==> src/design/tswg_pkg.sv <==
// shared types and constants of the triangle / trapezoid waveform generator
// no dependencies; every other file refers to it by scoped names
package tswg_pkg;

    localparam int SAMP_W = 13;
    localparam int LEN_W  = 11;
    localparam int POS_W  = LEN_W + 1;
    localparam int RISE_W = 10;
    localparam int ADDR_W = 3;
    localparam int DATA_W = 13;
    localparam int PROD_W = SAMP_W + LEN_W;

    // quotient of every ramp is at most the span, so it fits in a sample
    localparam int DIV_STEPS = SAMP_W;

    typedef logic [SAMP_W-1:0] samp_t;
    typedef logic [LEN_W-1:0]  len_t;
    typedef logic [POS_W-1:0]  pos_t;
    typedef logic [RISE_W-1:0] rise_t;
    typedef logic [ADDR_W-1:0] addr_t;
    typedef logic [DATA_W-1:0] data_t;
    typedef logic [PROD_W-1:0] prod_t;

    localparam samp_t FULL_SCALE = samp_t'(4096);

    // register indexes of the write port
    localparam addr_t REG_WAVE_MODE   = addr_t'(0);
    localparam addr_t REG_LOW_LEVEL   = addr_t'(1);
    localparam addr_t REG_HIGH_LEVEL  = addr_t'(2);
    localparam addr_t REG_PERIOD_LEN  = addr_t'(3);
    localparam addr_t REG_BREAK_POINT = addr_t'(4);
    localparam addr_t REG_RISE_LEN    = addr_t'(5);

    localparam samp_t RST_HIGH_LEVEL  = samp_t'(4096);
    localparam len_t  RST_PERIOD_LEN  = len_t'(1024);
    localparam len_t  RST_BREAK_POINT = len_t'(512);

    // both queues are two entries deep
    typedef logic [0:0] qptr_t;
    typedef logic [1:0] qcnt_t;
    localparam qcnt_t Q_FULL = qcnt_t'(2);

    // settings after saturation, with the ramp boundaries worked out
    typedef struct packed {
        logic  mode;
        samp_t lo;
        samp_t hi;
        samp_t span;
        samp_t mid;
        len_t  per;
        len_t  bp;
        len_t  fall;
        len_t  rise;
        len_t  half;
        len_t  off_lo;
        pos_t  off_hi;
        len_t  top_end;
    } cfg_t;

    // one sample job: base plus or minus span * num / den
    typedef struct packed {
        samp_t base;
        samp_t span;
        len_t  num;
        len_t  den;
        logic  sub;
        logic  pend;
    } job_t;

endpackage

==> src/design/triangle_square_waveform_generator_unit.sv <==
// top level of the triangle / trapezoid waveform generator
// depends on tswg_pkg, tswg_cfg, tswg_front and tswg_back
//
// Use: each transfer on the input side (push while full is low) asks for the
// next sample of the waveform; restart set on that transfer puts the phase back
// to zero first. Each request gives exactly one result: sample, the DAC code,
// and period_end, set on the last sample of a period. Results wait in a
// two-entry queue; the oldest is on the ports while empty is low and leaves on
// a transfer with pop high.
// Settings are written through cfg_we / cfg_addr / cfg_wdata while nothing is
// in flight; writes to unknown indexes are ignored.
// Timing: requests are taken one a cycle into the front end until its job queue
// fills. A ramp sample passes the back end in order: taking the job, the span
// times offset multiply, the bit-serial divide and queueing the sample; a flat
// sample skips the divide. The back end takes a new job only after it has queued
// the sample of the last one.
// Reset clears the phase, both queues and the settings to their defaults.
// A stalled receiver fills the result queue, then the back end, then the job
// queue, and finally raises full; nothing is dropped.
module triangle_square_waveform_generator_unit #(
    parameter int MAX_POINTS = 1024
) (
    input  logic            clk,
    input  logic            rst_n,
    input  logic            push,
    output logic            full,
    input  logic            restart,
    output logic            empty,
    input  logic            pop,
    output tswg_pkg::samp_t sample,
    output logic            period_end,
    input  logic            cfg_we,
    input  tswg_pkg::addr_t cfg_addr,
    input  tswg_pkg::data_t cfg_wdata
);

    tswg_pkg::len_t per_now;
    tswg_pkg::cfg_t cfg;
    tswg_pkg::job_t job;
    logic           job_valid;
    logic           job_pop;

    tswg_cfg #(
        .MAX_POINTS (MAX_POINTS)
    ) u_cfg (
        .clk       (clk),
        .rst_n     (rst_n),
        .cfg_we    (cfg_we),
        .cfg_addr  (cfg_addr),
        .cfg_wdata (cfg_wdata),
        .per_now   (per_now),
        .cfg       (cfg)
    );

    tswg_front #(
        .MAX_POINTS (MAX_POINTS)
    ) u_front (
        .clk       (clk),
        .rst_n     (rst_n),
        .push      (push),
        .restart   (restart),
        .full      (full),
        .per_now   (per_now),
        .cfg       (cfg),
        .job       (job),
        .job_valid (job_valid),
        .job_pop   (job_pop)
    );

    tswg_back u_back (
        .clk        (clk),
        .rst_n      (rst_n),
        .job        (job),
        .job_valid  (job_valid),
        .job_pop    (job_pop),
        .pop        (pop),
        .empty      (empty),
        .sample     (sample),
        .period_end (period_end)
    );

endmodule

==> src/design/tswg_cfg.sv <==
// configuration registers and the registered, saturated settings derived from them
// depends on tswg_pkg
module tswg_cfg #(
    parameter int MAX_POINTS = 1024
) (
    input  logic             clk,
    input  logic             rst_n,
    input  logic             cfg_we,
    input  tswg_pkg::addr_t  cfg_addr,
    input  tswg_pkg::data_t  cfg_wdata,
    output tswg_pkg::len_t   per_now,
    output tswg_pkg::cfg_t   cfg
);

    localparam int LEN_MAX = (1 << tswg_pkg::LEN_W) - 1;
    localparam tswg_pkg::len_t MAX_LEN =
        tswg_pkg::len_t'((MAX_POINTS < LEN_MAX) ? MAX_POINTS : LEN_MAX);

    logic            wave_mode_reg;
    tswg_pkg::samp_t low_level_reg;
    tswg_pkg::samp_t high_level_reg;
    tswg_pkg::len_t  period_len_reg;
    tswg_pkg::len_t  break_point_reg;
    tswg_pkg::rise_t rise_len_reg;

    tswg_pkg::cfg_t  cfg_reg;
    tswg_pkg::cfg_t  cfg_next;

    tswg_pkg::len_t  per_c;
    tswg_pkg::samp_t lo_c;
    tswg_pkg::samp_t hi_sat;
    tswg_pkg::samp_t hi_c;
    tswg_pkg::len_t  bp_c;
    tswg_pkg::len_t  per_half;
    tswg_pkg::len_t  rise_raw;
    tswg_pkg::len_t  rise_c;
    tswg_pkg::len_t  half_c;
    tswg_pkg::len_t  off_c;

    always_ff @(posedge clk or negedge rst_n)
    begin
        if (!rst_n)
        begin
            wave_mode_reg   <= 1'b0;
            low_level_reg   <= '0;
            high_level_reg  <= tswg_pkg::RST_HIGH_LEVEL;
            period_len_reg  <= tswg_pkg::RST_PERIOD_LEN;
            break_point_reg <= tswg_pkg::RST_BREAK_POINT;
            rise_len_reg    <= '0;
        end
        else if (cfg_we)
        begin
            unique case (cfg_addr)
                tswg_pkg::REG_WAVE_MODE:   wave_mode_reg   <= cfg_wdata[0];
                tswg_pkg::REG_LOW_LEVEL:   low_level_reg   <= cfg_wdata[tswg_pkg::SAMP_W-1:0];
                tswg_pkg::REG_HIGH_LEVEL:  high_level_reg  <= cfg_wdata[tswg_pkg::SAMP_W-1:0];
                tswg_pkg::REG_PERIOD_LEN:  period_len_reg  <= cfg_wdata[tswg_pkg::LEN_W-1:0];
                tswg_pkg::REG_BREAK_POINT: break_point_reg <= cfg_wdata[tswg_pkg::LEN_W-1:0];
                tswg_pkg::REG_RISE_LEN:    rise_len_reg    <= cfg_wdata[tswg_pkg::RISE_W-1:0];
                default: ;
            endcase
        end
    end

    always_comb
    begin
        per_c = (period_len_reg > MAX_LEN) ? MAX_LEN : period_len_reg;
        if (per_c == '0)
        begin
            per_c = tswg_pkg::len_t'(1);
        end
        lo_c     = (low_level_reg > tswg_pkg::FULL_SCALE) ? tswg_pkg::FULL_SCALE : low_level_reg;
        hi_sat   = (high_level_reg > tswg_pkg::FULL_SCALE) ? tswg_pkg::FULL_SCALE
                                                           : high_level_reg;
        hi_c     = (hi_sat < lo_c) ? lo_c : hi_sat;
        bp_c     = (break_point_reg > per_c) ? per_c : break_point_reg;
        per_half = per_c >> 1;
        rise_raw = tswg_pkg::len_t'(rise_len_reg);
        rise_c   = (rise_raw > per_half) ? per_half : rise_raw;
        half_c   = rise_c >> 1;
        // square off time never shorter than half a ramp
        off_c    = (bp_c < half_c) ? half_c : bp_c;

        cfg_next.mode    = wave_mode_reg;
        cfg_next.lo      = lo_c;
        cfg_next.hi      = hi_c;
        cfg_next.span    = hi_c - lo_c;
        cfg_next.mid     = lo_c + ((hi_c - lo_c) >> 1);
        cfg_next.per     = per_c;
        cfg_next.bp      = bp_c;
        cfg_next.fall    = per_c - bp_c;
        cfg_next.rise    = rise_c;
        cfg_next.half    = half_c;
        cfg_next.off_lo  = off_c - half_c;
        cfg_next.off_hi  = tswg_pkg::pos_t'(off_c) + tswg_pkg::pos_t'(half_c);
        cfg_next.top_end = per_c - half_c;
    end

    // user keeps settings stable in flight, unchecked; one register level suffices
    always_ff @(posedge clk)
    begin
        cfg_reg <= cfg_next;
    end

    assign per_now = per_c;
    assign cfg     = cfg_reg;

endmodule

==> src/design/tswg_front.sv <==
// front end: takes requests, steps the phase, sorts each sample into its
// waveform segment and queues the resulting job; depends on tswg_pkg
module tswg_front #(
    parameter int MAX_POINTS = 1024
) (
    input  logic            clk,
    input  logic            rst_n,
    input  logic            push,
    input  logic            restart,
    output logic            full,
    input  tswg_pkg::len_t  per_now,
    input  tswg_pkg::cfg_t  cfg,
    output tswg_pkg::job_t  job,
    output logic            job_valid,
    input  logic            job_pop
);

    localparam int PHASE_W = ($clog2(MAX_POINTS) < tswg_pkg::LEN_W) ? $clog2(MAX_POINTS)
                                                                     : tswg_pkg::LEN_W;
    localparam logic [PHASE_W-1:0] PHASE_ONE = PHASE_W'(1);

    logic [PHASE_W-1:0] phase_reg;
    logic [PHASE_W-1:0] phase_next;
    logic [PHASE_W-1:0] cur_i;
    logic               cur_pend;
    logic               accept;

    logic               hold_valid_reg;
    logic               hold_valid_next;
    logic [PHASE_W-1:0] hold_i_reg;
    logic               hold_pend_reg;

    tswg_pkg::len_t     il;
    tswg_pkg::pos_t     ix;
    tswg_pkg::job_t     job_c;

    tswg_pkg::job_t     jq_mem_reg [2];
    tswg_pkg::qptr_t    jq_wr_ptr_reg;
    tswg_pkg::qptr_t    jq_rd_ptr_reg;
    tswg_pkg::qcnt_t    jq_cnt_reg;
    tswg_pkg::qcnt_t    jq_cnt_next;
    logic               jq_push;

    // phase stepping
    always_comb
    begin
        if (restart || (tswg_pkg::len_t'(phase_reg) >= per_now))
        begin
            cur_i = '0;
        end
        else
        begin
            cur_i = phase_reg;
        end
        cur_pend   = (tswg_pkg::len_t'(cur_i) == tswg_pkg::len_t'(per_now - tswg_pkg::len_t'(1)));
        phase_next = phase_reg;
        if (accept)
        begin
            phase_next = cur_pend ? '0 : cur_i + PHASE_ONE;
        end
    end

    assign jq_push = hold_valid_reg && (jq_cnt_reg != tswg_pkg::Q_FULL);
    assign full    = hold_valid_reg && (jq_cnt_reg == tswg_pkg::Q_FULL);
    assign accept  = push && !full;

    always_comb
    begin
        hold_valid_next = hold_valid_reg;
        if (accept)
        begin
            hold_valid_next = 1'b1;
        end
        else if (jq_push)
        begin
            hold_valid_next = 1'b0;
        end
    end

    // segment classification
    always_comb
    begin
        il = tswg_pkg::len_t'(hold_i_reg);
        ix = tswg_pkg::pos_t'(hold_i_reg);
        job_c.base = cfg.lo;
        job_c.span = cfg.span;
        job_c.num  = '0;
        job_c.den  = '0;
        job_c.sub  = 1'b0;
        job_c.pend = hold_pend_reg;
        if (!cfg.mode)
        begin
            if (il < cfg.bp)
            begin
                job_c.num = il;
                job_c.den = cfg.bp;
            end
            else
            begin
                job_c.base = cfg.hi;
                job_c.sub  = 1'b1;
                job_c.num  = il - cfg.bp;
                job_c.den  = cfg.fall;
            end
        end
        else
        begin
            priority if (il < cfg.half)
            begin
                // closing half of the falling edge, from mid level
                job_c.base = cfg.mid;
                job_c.sub  = 1'b1;
                job_c.num  = il;
                job_c.den  = cfg.rise;
            end
            else if (il < cfg.off_lo)
            begin
                job_c.base = cfg.lo;
            end
            else if (ix < cfg.off_hi)
            begin
                job_c.num = il - cfg.off_lo;
                job_c.den = cfg.rise;
            end
            else if (il < cfg.top_end)
            begin
                job_c.base = cfg.hi;
            end
            else
            begin
                job_c.base = cfg.hi;
                job_c.sub  = 1'b1;
                job_c.num  = il - cfg.top_end;
                job_c.den  = cfg.rise;
            end
        end
    end

    always_comb
    begin
        jq_cnt_next = jq_cnt_reg;
        unique case ({jq_push, job_pop})
            2'b10:   jq_cnt_next = jq_cnt_reg + tswg_pkg::qcnt_t'(1);
            2'b01:   jq_cnt_next = jq_cnt_reg - tswg_pkg::qcnt_t'(1);
            default: jq_cnt_next = jq_cnt_reg;
        endcase
    end

    always_ff @(posedge clk or negedge rst_n)
    begin
        if (!rst_n)
        begin
            phase_reg      <= '0;
            hold_valid_reg <= 1'b0;
            jq_wr_ptr_reg  <= '0;
            jq_rd_ptr_reg  <= '0;
            jq_cnt_reg     <= '0;
        end
        else
        begin
            phase_reg      <= phase_next;
            hold_valid_reg <= hold_valid_next;
            jq_cnt_reg     <= jq_cnt_next;
            if (jq_push)
            begin
                jq_wr_ptr_reg <= jq_wr_ptr_reg + tswg_pkg::qptr_t'(1);
            end
            if (job_pop)
            begin
                jq_rd_ptr_reg <= jq_rd_ptr_reg + tswg_pkg::qptr_t'(1);
            end
        end
    end

    always_ff @(posedge clk)
    begin
        if (accept)
        begin
            hold_i_reg    <= cur_i;
            hold_pend_reg <= cur_pend;
        end
        if (jq_push)
        begin
            jq_mem_reg[jq_wr_ptr_reg] <= job_c;
        end
    end

    assign job       = jq_mem_reg[jq_rd_ptr_reg];
    assign job_valid = (jq_cnt_reg != '0);

`ifndef SYNTH
    a_phase_wrap: assert property (@(posedge clk) disable iff (!rst_n)
        (accept && cur_pend) |=> (phase_reg == '0))
        else $error("phase did not wrap after the last sample of a period");

    a_div_range: assert property (@(posedge clk) disable iff (!rst_n)
        job_valid |-> ((job.den == '0) || (job.num < job.den)))
        else $error("queued ramp offset not below its ramp length");

    a_jq_level: assert property (@(posedge clk) disable iff (!rst_n)
        (job_pop |-> job_valid) and (jq_cnt_reg <= tswg_pkg::Q_FULL))
        else $error("job queue underflow or overflow");
`endif

endmodule

==> src/design/tswg_back.sv <==
// back end: multiplies span by the ramp offset, divides by the ramp length one
// quotient bit a cycle and queues the samples; depends on tswg_pkg
module tswg_back (
    input  logic            clk,
    input  logic            rst_n,
    input  tswg_pkg::job_t  job,
    input  logic            job_valid,
    output logic            job_pop,
    input  logic            pop,
    output logic            empty,
    output tswg_pkg::samp_t sample,
    output logic            period_end
);

    localparam int CNT_W = $clog2(tswg_pkg::DIV_STEPS);
    localparam logic [CNT_W-1:0] CNT_LOAD = CNT_W'(tswg_pkg::DIV_STEPS - 1);

    typedef enum logic [3:0] {
        ST_IDLE = 4'b0001,
        ST_MUL  = 4'b0010,
        ST_DIV  = 4'b0100,
        ST_DONE = 4'b1000
    } bstate_t;

    bstate_t          state_reg;
    bstate_t          state_next;
    logic [CNT_W-1:0] cnt_reg;
    logic [CNT_W-1:0] cnt_next;

    tswg_pkg::job_t   job_reg;
    tswg_pkg::len_t   rem_reg;
    tswg_pkg::samp_t  quo_reg;

    tswg_pkg::prod_t  prod;
    tswg_pkg::pos_t   trial;
    tswg_pkg::pos_t   den_x;
    logic             ge;
    tswg_pkg::len_t   rem_step;
    tswg_pkg::samp_t  quo_step;
    tswg_pkg::samp_t  res;

    tswg_pkg::samp_t  rq_samp_reg [2];
    logic             rq_pend_reg [2];
    tswg_pkg::qptr_t  rq_wr_ptr_reg;
    tswg_pkg::qptr_t  rq_rd_ptr_reg;
    tswg_pkg::qcnt_t  rq_cnt_reg;
    tswg_pkg::qcnt_t  rq_cnt_next;
    logic             rq_push;
    logic             rq_pop;

    always_comb
    begin
        prod     = tswg_pkg::prod_t'(job_reg.span) * tswg_pkg::prod_t'(job_reg.num);
        // restoring step: shift in the next dividend bit, subtract when it fits
        trial    = {rem_reg, quo_reg[tswg_pkg::SAMP_W-1]};
        den_x    = tswg_pkg::pos_t'(job_reg.den);
        ge       = (trial >= den_x);
        rem_step = ge ? tswg_pkg::len_t'(trial - den_x) : trial[tswg_pkg::LEN_W-1:0];
        quo_step = {quo_reg[tswg_pkg::SAMP_W-2:0], ge};
        res      = job_reg.sub ? (job_reg.base - quo_reg) : (job_reg.base + quo_reg);
    end

    assign rq_push = (state_reg == ST_DONE) && (rq_cnt_reg != tswg_pkg::Q_FULL);
    assign rq_pop  = pop && !empty;

    always_comb
    begin
        state_next = state_reg;
        cnt_next   = cnt_reg;
        job_pop    = 1'b0;
        unique case (state_reg)
            ST_IDLE:
            begin
                if (job_valid)
                begin
                    job_pop    = 1'b1;
                    state_next = ST_MUL;
                end
            end
            ST_MUL:
            begin
                cnt_next   = CNT_LOAD;
                state_next = (job_reg.den == '0) ? ST_DONE : ST_DIV;
            end
            ST_DIV:
            begin
                cnt_next = cnt_reg - CNT_W'(1);
                if (cnt_reg == '0)
                begin
                    state_next = ST_DONE;
                end
            end
            ST_DONE:
            begin
                if (rq_push)
                begin
                    state_next = ST_IDLE;
                end
            end
            default: state_next = ST_IDLE;
        endcase
    end

    always_comb
    begin
        rq_cnt_next = rq_cnt_reg;
        unique case ({rq_push, rq_pop})
            2'b10:   rq_cnt_next = rq_cnt_reg + tswg_pkg::qcnt_t'(1);
            2'b01:   rq_cnt_next = rq_cnt_reg - tswg_pkg::qcnt_t'(1);
            default: rq_cnt_next = rq_cnt_reg;
        endcase
    end

    always_ff @(posedge clk or negedge rst_n)
    begin
        if (!rst_n)
        begin
            state_reg     <= ST_IDLE;
            cnt_reg       <= '0;
            rq_wr_ptr_reg <= '0;
            rq_rd_ptr_reg <= '0;
            rq_cnt_reg    <= '0;
        end
        else
        begin
            state_reg  <= state_next;
            cnt_reg    <= cnt_next;
            rq_cnt_reg <= rq_cnt_next;
            if (rq_push)
            begin
                rq_wr_ptr_reg <= rq_wr_ptr_reg + tswg_pkg::qptr_t'(1);
            end
            if (rq_pop)
            begin
                rq_rd_ptr_reg <= rq_rd_ptr_reg + tswg_pkg::qptr_t'(1);
            end
        end
    end

    always_ff @(posedge clk)
    begin
        if (job_pop)
        begin
            job_reg <= job;
        end
        if (state_reg == ST_MUL)
        begin
            // quotient fits in a sample, so the top bits start below the divisor
            rem_reg <= prod[tswg_pkg::PROD_W-1:tswg_pkg::SAMP_W];
            quo_reg <= (job_reg.den == '0) ? '0 : prod[tswg_pkg::SAMP_W-1:0];
        end
        else if (state_reg == ST_DIV)
        begin
            rem_reg <= rem_step;
            quo_reg <= quo_step;
        end
        if (rq_push)
        begin
            rq_samp_reg[rq_wr_ptr_reg] <= res;
            rq_pend_reg[rq_wr_ptr_reg] <= job_reg.pend;
        end
    end

    assign empty      = (rq_cnt_reg == '0);
    assign sample     = rq_samp_reg[rq_rd_ptr_reg];
    assign period_end = rq_pend_reg[rq_rd_ptr_reg];

`ifndef SYNTH
    a_rem_below_den: assert property (@(posedge clk) disable iff (!rst_n)
        (state_reg == ST_DIV) |-> (rem_reg < job_reg.den))
        else $error("divider remainder not below divisor");

    a_sample_range: assert property (@(posedge clk) disable iff (!rst_n)
        rq_push |-> (res <= tswg_pkg::FULL_SCALE))
        else $error("sample beyond full scale");

    a_pop_in_idle: assert property (@(posedge clk) disable iff (!rst_n)
        job_pop |=> (state_reg == ST_MUL))
        else $error("job taken without starting the multiply");
`endif

endmodule
==> config.mk <==
export PLATFORM = sky130hd
export DESIGN_NAME = triangle_square_waveform_generator_unit
export DESIGN_NICKNAME = d
export VERILOG_FILES = /design/src/design/tswg_pkg.sv /design/src/design/triangle_square_waveform_generator_unit.sv /design/src/design/tswg_cfg.sv /design/src/design/tswg_front.sv /design/src/design/tswg_back.sv
export SDC_FILE = /design/constraint.sdc
export NUM_CORES = 1
export LEC_CHECK = 0
export ABC_CLOCK_PERIOD_IN_PS = 8000
export BUFFER_PORTS_ARGS = -buffer_cell sky130_fd_sc_hd__clkbuf_2
export CAP_MARGIN = 10
export CORE_MARGIN = 3
export CORE_UTILIZATION = 55
export CTS_CLUSTER_SIZE = 30
export DETAILED_ROUTE_END_ITERATION = 8
export GPL_TIMING_DRIVEN = 0
export HOLD_SLACK_MARGIN = 0.05
export PLACE_DENSITY = 0.74
export SYNTH_ARGS = -nofsm -noshare
export SYNTH_HDL_FRONTEND = slang
export SYNTH_SLANG_ARGS = --single-unit
==> constraint.sdc <==
create_clock -name clk -period 8 [get_ports clk]
set_clock_uncertainty 0.05 [all_clocks]
set_input_delay 2.4 -clock clk [delete_from_list [all_inputs] [get_ports clk]]
set_output_delay 2.4 -clock clk [all_outputs]
set_load 0.1 [all_outputs]
# Word level (Yosys, flattened, before mapping)
# Memories as Yosys holds them, arrays and structs flattened. A register that Yosys moved wholly into a read port is not among the register bits.
# Cells that the tools add are included.
[totals] reg_bits=251 mem_bits_rw=128 inputBits=22 wordCells=164 memories=3
[classes] n_addsub=23 n_mul=1 n_lt_le_gt_ge=14 eq_ne=20 mux=46 n_reduce_logical=25
[memory_table] memory="u_front.jq_mem_reg" words=2 width=50 read_ports=1 rd_ports_with_merged_regs=1 write_ports=1 line="tswg_front.sv:37" rtl="tswg_pkg::job_t jq_mem_reg [2];"
[memory_table] memory="u_back.rq_samp_reg" words=2 width=13 read_ports=1 rd_ports_with_merged_regs=0 write_ports=1 line="tswg_back.sv:42" rtl="tswg_pkg::samp_t rq_samp_reg [2];"
[memory_table] memory="u_back.rq_pend_reg" words=2 width=1 read_ports=1 rd_ports_with_merged_regs=0 write_ports=1 line="tswg_back.sv:43" rtl="logic rq_pend_reg [2];"
[op_table] operator="two-way mux 13 bit" count=12
[op_table] operator="two-way mux 23 bit" count=4
[op_table] operator="two-way mux 11 bit" count=7
[op_table] operator="two-way mux 22 bit" count=2
[op_table] operator="less-than comparator 10 x 11 -> 1 bit" count=3
[op_table] operator="subtractor 10 x 11 -> 11 bit" count=3
[op_table] operator="two-way mux 10 bit" count=3
[op_table] operator="> comparator 13 bit, second input constant" count=2
[op_table] operator="subtractor 13 bit" count=2
[op_table] operator="multiplier 13 x 11 -> 24 bit" count=1
[op_table] operator="zero test 11 bit" count=2
[op_table] operator="subtractor 11 x 10 -> 11 bit" count=2
[op_table] operator="subtractor 11 bit" count=2
[op_table] operator="two-way mux 4 bit" count=4
[op_table] operator="case mux 4 bit (4 select lines)" count=1
[op_table] operator="adder 13 x 12 -> 13 bit" count=1
[op_table] operator="adder 13 bit" count=1
[op_table] operator="less-than comparator 13 bit" count=1
[op_table] operator="adder 11 x 10 -> 12 bit" count=1
[op_table] operator="greater-or-equal comparator 12 x 11 -> 1 bit" count=1
[op_table] operator="less-than comparator 10 x 12 -> 1 bit" count=1
[op_table] operator="AND reduction 2 bit" count=6
[op_table] operator="equality test 10 x 11 -> 1 bit" count=1
[op_table] operator="greater-or-equal comparator 10 x 11 -> 1 bit" count=1
[op_table] operator="33 further kinds" count=65

# Depth between registers and ports, before layout
[depth] ltp_word=9 depth_mapped=33 mapped_depth_nobuf=30

# By module
# From an unflattened synthesis, not the netlist that was laid out.
[unflattened] cells_unflattened=2730 area_unflattened_um2=28413.5
[by_module_without_submodules] module="tswg_back" instances=1 cells_per_inst=1013 area_per_inst_um2=10369.9 seq_area_each_um2=3364.5
[by_module_without_submodules] module="tswg_cfg" instances=1 cells_per_inst=899 area_per_inst_um2=9461.6 seq_area_each_um2=4062.6
[by_module_without_submodules] module="tswg_front" instances=1 cells_per_inst=818 area_per_inst_um2=8582.0 seq_area_each_um2=3708.6

# Worst setup path before layout
# Ideal clock, no wire load.
[synth_path] path_type="register to register" from="register u_back.state_reg[0]" to="register u_front.jq_cnt_reg[1]" setup_ns=0.079 arrival_time_ns=6.974 path_slack_ns=0.897 stages_incl_launch_ff=7 cell_sequence="dfstp_2 clkbuf_1 nand2b_1 nor4_1 ha_1 nor2_1 xor2_1"
[synth_via] elab_chain_cells=4 word_cells_on_any_way=6 cone_classes="eq/ne (3); mux (2); reduce/logical (1)"
[synth_lines] element="start, declared" line="tswg_back.sv:25" rtl="bstate_t state_reg;"
[synth_lines] element="start signal, assigned" line="tswg_back.sv:126" rtl="state_reg <= state_next;"
[synth_lines] element="equality test 4 x 1 -> 1 bit *" line="tswg_back.sv:71" rtl="unique case (state_reg)"
[synth_lines] element="two-way mux 1 bit *" line="tswg_back.sv:71"
[synth_lines] element="named net job_pop" line="triangle_square_waveform_generator_unit.sv:41" rtl="logic job_pop;"
[synth_lines] element="equality test 2 x 1 -> 1 bit or equality test 2 bit (tied branches)" line="tswg_front.sv:142" rtl="unique case ({jq_push, job_pop})"
[synth_lines] element="case mux 2 bit (2 select lines) or nonzero test 2 bit (tied branches)"
[synth_lines] element="end signal, assigned" line="tswg_front.sv:163" rtl="jq_cnt_reg <= jq_cnt_next;"
[synth_lines] element="end, declared" line="tswg_front.sv:40" rtl="tswg_pkg::qcnt_t jq_cnt_reg;"
# Mark *: on every way through the listed nets, which the timed path passes. The rest lies on a longest branch.
# A chain may end at the register's enable or synchronous reset.

==> reports/metrics.yaml <==
synthesis:
  synth_cell_type_count: 76
  yosysSeqAreaShare_pct: 41.2
  yosys-top-cells-area: "edfxtp_1 (24%), ha_1 (12%), dfxtp_1 (8.9%)"
  async_flop_share_pct: 20.6
  syn_inst: 2462
  synth.avg_cell_area_um2: 10.8
  synth_fp_nets: 2843
  yosysTopAreaCellShare_pct: 24.2
  yosys_most_used_dff: "edfxtp_1"
  yosys.area.top_type: "edfxtp_1"
  synth-edff-count: 213
  yosys_warnings: 0
  ys_ff_latch: 417
  synth_area_um2: 26500
grt:
  grt_pass1_wl_mm: 99.0
  grt_pass1_vias: 19000
  track_usage_pct: 24.6
  overflow: 0
  grt_max_degree: 51
  antenna_found_initial: 1
finish:
  nNetsFinal: 2938
  final_area_um2: 29100
  num_antenna_cells: 0
  area_delta_synth_final_pct: 10.0
  largest_register_ff_count: 118
  drive_gt1_share_pct: 11.8
job:
  drv_cap: 0
clock_tree:
  cts_tree: "done"
  htreeDepth: 2
  clockBufferDepth: 3
  cts_buffers: 45
  clock_latency_ps: 590
  clk_pin_slew_ps: 60
  postCtsSetupBuffers: 0
  cts.sinks: 417
  cts-root-buf: "clkbuf_16"
floorplan:
  die_y_um: 225
  die-area_um2: 50800
  coreArea_um2: 47100
  initial_core_util_pct: 56.3
  row_count: 79
  die_w_um: 225
  ios: 38
timing:
  rsz0062_at_grt: "false"
  hold_viol: 0
  relSlewSlack_pct: 17.9
  min_period_ps: 7260
  setup_tns_ps: 0
  setup_viol: 0
  finalCritPeriodShare_pct: 90.8
  setup_ws_ps: 738
  worst_slew_pin_slew_ps: 1220
  fmax_ghz: 0.138
  drv_slew: 0
critical_path:
  required_ps: 8360
  path_max_fanout: 15
  critPathKind: "reg -> reg"
  critPathLaunchType: "flop"
  end_kind: "flop"
  slowest_stage: "nor2b_1"
  worst_path_largest_cell_delay_ps: 480
  arrival_ps: 7620
detailed_routing:
  via_per_inst: 5.77
  drtPass1Iterations: 6
  via_count: 18500
  ant_nets: 0
  drc: 0
  drt_iter0_drc: 1361
  wirelength_mm: 61.6
  avgRoutedWirePerCell_um: 19.2
placement:
  postPlaceCellArea_um2: 27600
  port_buffers: 37
  place_congestion: 0.939
  place_ws_ps: 267
  dpl.hpwl_mm: 47.7
hold_path:
  hp-class: "reg -> reg"
outcome:
  outcome: "finished clean"
critical path: cells and delay by family (launching register included):
family          cells  cell delay, ps
mux                 2             700
fa+ha+maj           4            1280
simple gates        7            1390
buf+inv             6            1350
xor+xnor            1             130
flops               1             440
compound gates     11            1730
cell usage after synthesis, types with 50 or more instances:
master    number
inv_1        281
dfrtp_1       82
edfxtp_1     213
a21oi_1      115
clkbuf_1      72
mux2_2       142
ha_1         250
dfxtp_1      118
xnor2_1       90
o21ai_0       79
fa_1         109
nor2_1       113
nor2b_1       50
nand2_1      183
and2_1        72
layer usage:
metal | share of wire [%] | track usage [%] | vias to the layer above
met2 | 47 | 41.3 | 572
met1 | 42 | 32.0 | 8965
met5 | 0 | 0 | -
li1 | - | - | 8773
met3 | 6.1 | 4.10 | 152
met4 | 4.3 | 9.78 | 0
cell type report:
type / count / area (um^2)
Fill cell: 3740 / 17900
Multi-Input combinational cell: 1684 / 14200
Sequential cell: 417 / 10900
Clock buffer: 60 / 1240
Inverter: 281 / 1050
Tap cell: 607 / 759
Timing Repair Buffer: 49 / 327
Buffer: 79 / 313
Clock inverter: 24 / 293
metrics by stage:
stage / utilization, % / instances / hold slack [ps]
after floorplan: - / 2462 / 294
after global placement: 58.3 / 3106 / 357
after detailed placement: 58.6 / 3116 / 365
after CTS: 61.9 / 3200 / 378
after global routing: 61.9 / 3201 / 388
final: 61.9 / 3201 / 380
logic make-up (layout without fill, tap and decap cells):
logic type	after synthesis	count (layout)	share of synthesized area (%)
adders and majority gates	359	359	20.1
AOI/OAI and AO/OA	420	420	10.6
xor gates and xnor gates	136	136	4.50
buffers and inverters	361	493	5.17
muxes	176	176	7.32
DFF	417	417	41.2
and+or+nand+nor	593	593	11.1
final timing paths:
check / from / endpoint / slack [ps] / cells past startpoint
worst min-delay path: u_cfg.wave_mode_reg / u_cfg.cfg[141] / 380 / 0
worst max register to register: u_cfg.period_len_reg[10] / u_cfg.cfg[33] / 740 / 31
max in group asynchronous: rst_n / u_back.state_reg[0] / 5400 / 2
min in group asynchronous: rst_n / u_cfg.high_level_reg[9] / 1770 / 1
worst max-delay path: u_cfg.period_len_reg[10] / u_cfg.cfg[33] / 740 / 31
worst min register to register: u_cfg.wave_mode_reg / u_cfg.cfg[141] / 380 / 0
timing repair:
item / in CTS / in global routing
gates resized for setup: 0 / 4
hold buffers: 0 / 0
setup endpoints to repair: 0 / 9
cells in the final DEF, fill, tap and decap left out, types with 9 or more instances in the layout:
cell       synthesis  final
xor2_1            46     46
dfrtp_1           82     82
o21a_1            11     11
xnor2_1           90     90
a21oi_1          115    115
a31oi_1            9      9
clkbuf_1          72     81
mux2_2           142    142
o221ai_1           9      9
nor3_1            45     44
nor2_1           113    112
or2_2             10     10
ha_1             250    250
fa_1             109    109
nor2b_1           50     50
o21bai_1          24     24
a22oi_1           21     21
nand2_1          183    183
a21o_1            46     46
a211oi_1          16     16
clkbuf_16          0     46
or3_1             14     14
nand4_1           12     12
nand3_1           22     22
a222oi_1          10     10
dfxtp_1          118    118
edfxtp_1         213    213
mux2i_1           34     33
o21ai_0           79     79
clkinv_2           0     11
inv_1            281    281
nand2b_1          26     26
and2_1            72     72
clkbuf_2           0     38
o31ai_1           15     15
Power is left out: the tool's default activity adds up to more than one toggle a clock period on the data nets, which glitch-free logic cannot reach.
